==> config.mk <==
export PLATFORM = sky130hd
export DESIGN_NAME = utf8_stream_decoder
export DESIGN_NICKNAME = d
export VERILOG_FILES = /design/src/rtl/u8d_pkg.sv /design/src/rtl/u8d_step.sv /design/src/rtl/utf8_stream_decoder.sv
export SDC_FILE = /design/constraint.sdc
export NUM_CORES = 1
export LEC_CHECK = 0
export ABC_CLOCK_PERIOD_IN_PS = 5620
export BUFFER_PORTS_ARGS = -buffer_cell sky130_fd_sc_hd__buf_4
export CORE_ASPECT_RATIO = 1.2
export CORE_UTILIZATION = 60
export DETAILED_ROUTE_END_ITERATION = 7
export HOLD_SLACK_MARGIN = 0.02
export PLACE_DENSITY = 0.91
export SLEW_MARGIN = 20
export SYNTH_ARGS = -nofsm -noshare
export SYNTH_HDL_FRONTEND = slang
export SYNTH_SLANG_ARGS = --single-unit
==> constraint.sdc <==
create_clock -name clk -period 5.62 [get_ports clk]
set_input_delay 0.562 -clock clk [delete_from_list [all_inputs] [get_ports clk]]
set_output_delay 0.562 -clock clk [all_outputs]
set_load 0.005 [all_outputs]
==> src/rtl/u8d_pkg.sv <==
// Package: shared types and constants for the UTF-8 stream decoder.
`timescale 1ns / 1ps

package u8d_pkg;

  localparam int unsigned ByteW = 8;
  localparam int unsigned CodeW = 31;
  localparam int unsigned LenW  = 3;

  // Result status codes
  typedef enum logic [1:0] {
    ST_OK      = 2'd0,
    ST_INVALID = 2'd1,
    ST_TRUNC   = 2'd2
  } status_t;

  // Sequence-in-progress state
  typedef struct packed {
    logic [LenW-1:0]  pending;   // continuation bytes still expected, 0 = idle
    logic [CodeW-1:0] partial;   // code bits gathered so far
    logic [LenW-1:0]  total;     // length of the sequence in progress
  } dec_state_t;

  // One decode result
  typedef struct packed {
    logic             valid;
    logic [CodeW-1:0] code;
    logic [LenW-1:0]  len;
    status_t          status;
  } dec_result_t;

  localparam dec_state_t StateIdle = '{pending: '0, partial: '0, total: '0};

endpackage

==> src/rtl/u8d_step.sv <==
// Combinational decode step: one byte plus current state gives next state and result.
`timescale 1ns / 1ps

module u8d_step (
  input  logic [u8d_pkg::ByteW-1:0] byte_i,
  input  u8d_pkg::dec_state_t       state_i,
  output u8d_pkg::dec_state_t       state_o,
  output u8d_pkg::dec_result_t      res_o
);

  logic [u8d_pkg::CodeW-1:0] shifted;

  // Partial code shifted by one continuation byte
  assign shifted = {state_i.partial[u8d_pkg::CodeW-7:0], byte_i[5:0]};

  always_comb begin
    state_o = state_i;
    res_o   = '{valid: 1'b0, code: '0, len: '0, status: u8d_pkg::ST_OK};

    if (state_i.pending != '0) begin
      // Inside a sequence: zero byte truncates, anything else continues
      if (byte_i == '0) begin
        state_o = u8d_pkg::StateIdle;
        res_o   = '{valid: 1'b1, code: '0, len: '0, status: u8d_pkg::ST_TRUNC};
      end else if (state_i.pending == u8d_pkg::LenW'(1)) begin
        state_o = u8d_pkg::StateIdle;
        res_o   = '{valid: 1'b1, code: shifted, len: state_i.total,
                    status: u8d_pkg::ST_OK};
      end else begin
        state_o.pending = state_i.pending - u8d_pkg::LenW'(1);
        state_o.partial = shifted;
      end
    end else begin
      // Idle: classify the lead byte
      priority casez (byte_i)
        8'b0???????: begin
          res_o = '{valid: 1'b1, code: u8d_pkg::CodeW'(byte_i[6:0]),
                    len: u8d_pkg::LenW'(1), status: u8d_pkg::ST_OK};
        end
        8'b10??????: begin
          res_o = '{valid: 1'b1, code: '0, len: '0, status: u8d_pkg::ST_INVALID};
        end
        8'b110?????: begin
          state_o = '{pending: u8d_pkg::LenW'(1),
                      partial: u8d_pkg::CodeW'(byte_i[4:0]), total: u8d_pkg::LenW'(2)};
        end
        8'b1110????: begin
          state_o = '{pending: u8d_pkg::LenW'(2),
                      partial: u8d_pkg::CodeW'(byte_i[3:0]), total: u8d_pkg::LenW'(3)};
        end
        8'b11110???: begin
          state_o = '{pending: u8d_pkg::LenW'(3),
                      partial: u8d_pkg::CodeW'(byte_i[2:0]), total: u8d_pkg::LenW'(4)};
        end
        8'b111110??: begin
          state_o = '{pending: u8d_pkg::LenW'(4),
                      partial: u8d_pkg::CodeW'(byte_i[1:0]), total: u8d_pkg::LenW'(5)};
        end
        8'b1111110?: begin
          state_o = '{pending: u8d_pkg::LenW'(5),
                      partial: u8d_pkg::CodeW'(byte_i[0]), total: u8d_pkg::LenW'(6)};
        end
        default: begin
          // 0xFE / 0xFF lead
          res_o = '{valid: 1'b1, code: '0, len: '0, status: u8d_pkg::ST_INVALID};
        end
      endcase
    end
  end

endmodule

==> src/rtl/utf8_stream_decoder.sv <==
// Top level: byte-serial six-byte UTF-8 decoder with input and result registers.
// A byte goes from the input register through the decode step to the result and out_.
// Throughput: one byte per cycle while the result register is not stalled; the input
// register feeds a single decode step whose result register frees when taken or empty.
// Reset (rst_n low, synchronous): sequence state cleared to idle, both stages empty.
`timescale 1ns / 1ps

module utf8_stream_decoder (
  input  logic                         clk,
  input  logic                         rst_n,
  input  logic                         in_valid,
  output logic                         in_stall,
  input  logic [u8d_pkg::ByteW-1:0]    in_byte,
  output logic                         out_valid,
  input  logic                         out_stall,
  output logic [u8d_pkg::CodeW-1:0]    out_code_point,
  output logic [u8d_pkg::LenW-1:0]     out_seq_length,
  output logic [1:0]                   out_status
);

  logic                       in_vld_r;
  logic [u8d_pkg::ByteW-1:0]  byte_r;
  u8d_pkg::dec_state_t        state_r;
  u8d_pkg::dec_state_t        state_nxt;
  u8d_pkg::dec_result_t       res_nxt;
  u8d_pkg::dec_result_t       out_r;
  logic                       out_free;
  logic                       advance;

  // Result register can take a new value when empty or being drained
  assign out_free = !out_r.valid || !out_stall;
  assign advance  = in_vld_r && out_free;
  assign in_stall = in_vld_r && !out_free;

  // Input register
  always_ff @(posedge clk) begin
    if (!rst_n) begin
      in_vld_r <= 1'b0;
    end else if (!in_stall) begin
      in_vld_r <= in_valid;
    end
  end

  always_ff @(posedge clk) begin
    if (!in_stall && in_valid) begin
      byte_r <= in_byte;
    end
  end

  // Decode step
  u8d_step u_step (
    .byte_i  (byte_r),
    .state_i (state_r),
    .state_o (state_nxt),
    .res_o   (res_nxt)
  );

  // Sequence state
  always_ff @(posedge clk) begin
    if (!rst_n) begin
      state_r <= u8d_pkg::StateIdle;
    end else if (advance) begin
      state_r <= state_nxt;
    end
  end

  // Result register: valid flag is reset, payload loads with each new result
  always_ff @(posedge clk) begin
    if (!rst_n) begin
      out_r.valid <= 1'b0;
    end else if (out_free) begin
      out_r.valid <= advance && res_nxt.valid;
    end
    if (advance && res_nxt.valid) begin
      out_r.code   <= res_nxt.code;
      out_r.len    <= res_nxt.len;
      out_r.status <= res_nxt.status;
    end
  end

  assign out_valid      = out_r.valid;
  assign out_code_point = out_r.code;
  assign out_seq_length = out_r.len;
  assign out_status     = out_r.status;

  // Error results carry no code and no length
  a_err_zero: assert property (@(posedge clk) disable iff (!rst_n)
    out_valid && out_status != u8d_pkg::ST_OK |-> out_code_point == '0 && out_seq_length == '0)
    else $error("error result with nonzero code or length");

  // Good results have a length from one to six
  a_ok_len: assert property (@(posedge clk) disable iff (!rst_n)
    out_valid && out_status == u8d_pkg::ST_OK |->
      out_seq_length != '0 && out_seq_length != 3'd7)
    else $error("ok result with bad length");

  // Pending count stays below the total length of the sequence
  a_pending: assert property (@(posedge clk) disable iff (!rst_n)
    state_r.pending != '0 |-> state_r.pending < state_r.total && state_r.total <= 3'd6)
    else $error("pending count out of range");

  // Stall only comes from a held request behind a blocked result
  a_stall: assert property (@(posedge clk) disable iff (!rst_n)
    in_stall |-> in_vld_r && out_valid && out_stall)
    else $error("input stalled without cause");

endmodule
==> out/qor.yml <==
layout:
  layout.core_utilization: 0.742
  most_common_library_cell_in_the_layout_ignoring_fill_and_taps: "buf_4"
  stdcell_count: 355
  syn_to_final_growth_pct: 19.4
  most-common-layout-cells: "buf_4 (50), edfxtp_1 (44), dfxtp_1 (33), and2_1 (27), a22o_1 (20)"
  layout-drive-gt1-share: 0.254
  final_nets: 305
  fillCellCount: 313
  antenna_cells_inserted: 0
floorplan:
  starting_density_of_the_core: 0.621
  row_count: 28
  io_pins: 50
  floorplan.core_area_mm2: 0.00494
  die-width_um: 67.3
  floorplan.die.height_um: 80.3
  die-area_mm2: 0.00540
drt:
  detailroute.via_count: 2086
  routedWlPerCell_um: 17.1
  detail_route.wirelength_um: 6080
  post_drt_via_cell_ratio: 5.88
  remaining_drc_errors: 0
  antenna_left: 0
  drtPass1Iterations: 4
  detail_route.iter0.violations: 209
critical_path:
  type_of_element_capturing_the_critical_path: "register"
  r2r_slack_ns: 3.10
  r2r_cells: 4
  timing.critical_path.fanout_max: 36
  critical_path.startpoint: "byte_r[2]"
  critPathSlowestCell: "nor2_4"
  worst-setup-path-type: "reg -> reg"
  worstPathCellList: "nor4_4 -> a21boi_1 -> a21o_1 -> nor2_4"
  arrival_ns: 2.49
  critPathRequiredTime_ns: 5.59
  worstReg2RegStart: "byte_r[2]"
  setup.worst_path.end: "out_seq_length[2]"
  regToRegEndpoint: "out_seq_length[2]"
  kind_of_start_point_of_the_critical_path: "register"
  critPathMaxStageDelay_ns: 0.77
pwr:
  worst_ir_drop_vdd_uv: 172
  leakagePower_nw: 1.38
  internal_power_uw: 880
  power_switching_uw: 279
  switching_share: 0.240
  comb_power_share: 0.083
  finalPower_mw: 1.16
  seq_power_share: 0.546
  power_frac_clock: 0.371
  powerDensity_mw_per_mm2: 316
sta:
  tns_ns: 0
  rsz0062_at_grt: "false"
  worst_clock_skew_ns: 0.0107
  final_period_minus_worst_setup_slack_ns: 2.52
  hold_violations: 0
  max_slew_violation_total_from_the_final_report: 0
  post_route_fraction_of_the_period_consumed_by_the_critical_path: 0.448
  tightest_slew_ns: 1.02
  maxSlewHeadroom: 0.319
  setup_viol_count_final: 0
  max_clock_freq_mhz: 397
grt:
  grt-ovfl-total: 0
  grt_pass1_wl_um: 9650
  grt_antenna_before_repair: 0
  grt_util_all_layers: 0.255
  grt_pass1_vias: 2009
  pin_count_of_the_biggest_net_entering_global_routing: 37
run_status:
  outcome: "complete, no violations"
yosys:
  asyncSetResetFlopFracSynth: 0
  leading_register_cell_type_out_of_synthesis: "edfxtp_1"
  synth_area_leaders: "edfxtp_1 (43%), dfxtp_1 (22%), a22o_1 (5.7%), and2_1 (5.5%), nand2_1 (2.1%)"
  synth_seq_cells: 77
  netlist_area_mm2: 0.00307
  synth-seq-area-share: 0.646
  synth_top_area_share: 0.431
  synth_fp_nets: 256
  post_synth.cell_area_avg_um2: 12.7
  post_synthesis_cell_type_with_the_largest_combined_area: "edfxtp_1"
  number_of_flops_mapped_to_enable_cells_by_yosys: 44
  post_synthesis_cell_count: 241
  synthDistinctLibCells: 44
  yosys_warnings: 0
place:
  port-buffer-count: 49
  placed_cells: 339
  detailedPlacementHpwl_um: 4110
  routabilityCongestion: 0.960
cts:
  postCtsSetupRepairBufs: 0
  clk_pin_slew_ns: 0.08
  cts_tree: "built"
  cts.sinks: 77
  cts_buffer_depth: 2
  cts-buffers-inserted: 9
  post_cts_resize_count: 0
  cts_root_buf: "clkbuf_8"
  cts-hold-fix-buffers: 0
  worst_skew_pair_latency_ns: 0.35
  cts_max_level: 3
worst_hold_path:
  timing.hold.worst.class: "in -> reg"
run:
  drv.max_cap_violation_count: 0
[cell type report]
type	count	area (µm²)	area share
Sequential cell	77	1980	0.541
Multi-Input combinational cell	148	1010	0.276
Timing Repair Buffer	50	375	0.102
Clock buffer	10	138	0.0376
Tap cell	60	75.1	0.0205
Clock inverter	6	67.6	0.0184
Inverter	4	15.0	0.00410
[Yosys cell counts (2+ instances only)]
| library cell | number |
|---|---|
| a211oi_1 | 3 |
| nor2b_1 | 8 |
| buf_2 | 2 |
| o22ai_1 | 6 |
| o21bai_1 | 2 |
| nand2b_1 | 3 |
| nand4_1 | 2 |
| and3_1 | 4 |
| a21oi_1 | 8 |
| nor2_1 | 10 |
| inv_1 | 3 |
| and2_1 | 27 |
| ha_1 | 3 |
| a21bo_2 | 2 |
| a22o_1 | 20 |
| nand2_1 | 17 |
| clkbuf_2 | 2 |
| o21ai_0 | 2 |
| dfxtp_1 | 33 |
| edfxtp_1 | 44 |
| a21o_1 | 2 |
| clkbuf_1 | 5 |
| nand3_1 | 6 |
| o211ai_1 | 2 |
| buf_6 | 3 |
| nor4_4 | 2 |
| a31oi_1 | 3 |
[worst min-delay path by stage]
stage | startpoint | to | slack (ns) | cells past startpoint
floorplan | state_r[2] | state_r[2] | 0.43 | 2
global route | in_byte[3] | byte_r[3] | 0.36 | 1
finish | in_byte[6] | byte_r[6] | 0.39 | 1
global placement | state_r[24] | state_r[24] | 0.45 | 1
detailed placement | state_r[24] | state_r[24] | 0.45 | 1
CTS | in_byte[6] | byte_r[6] | 0.38 | 1
[metrics by stage]
stage	hold WS [ns]	area [µm²]	setup slack, ns
floorplan	0.431	3070	2.51
global placement	0.450	3460	3.21
detailed placement	0.452	3460	3.11
CTS	0.378	3660	3.10
global route	0.362	3660	2.97
finish	0.386	3660	3.10
[kinds of logic after synthesis]
kind of cell    Yosys count  synth area share
buf+inv                  16            0.0285
fa+ha+maj                 3            0.0122
compound gates           61             0.154
flops                    77             0.646
simple gates             83             0.156
mux                       1           0.00326
[worst max-delay path: cells and delay by family, from the launching register on]
kind	cells	cell delay, ns
AOI/OAI and AO/OA	2	0.41
DFF	1	0.52
and+or+nand+nor	2	1.19
[per-layer routing]
layer | share of wire | global-route usage | vias up
met2 | 0.51 | 0.399 | 91
met4 | 0.036 | 0.134 | 0
met3 | 0.051 | 0.0866 | 22
li1 | - | - | 994
met1 | 0.40 | 0.306 | 979
met5 | 0 | 0 | -
[sequential cells by signal, indices dropped and copies added, names as in the netlist]
name / flops
state_r: 31
out_valid: 1
out_code_point: 31
out_seq_length: 3
byte_r: 8
out_status: 2
in_vld_r: 1
[power groups by stage]
stage                     logic (mW)  clock network (mW)  registers [mW]
final                         0.0958               0.430           0.633
after global routing           0.105               0.457           0.636
after CTS                     0.0953               0.432           0.633
after detailed placement      0.0948                   0           0.646
after global placement        0.0930                   0           0.644
after floorplan               0.0559                   0           0.644
No activity file was read; power rests on OpenSTA's default activity.
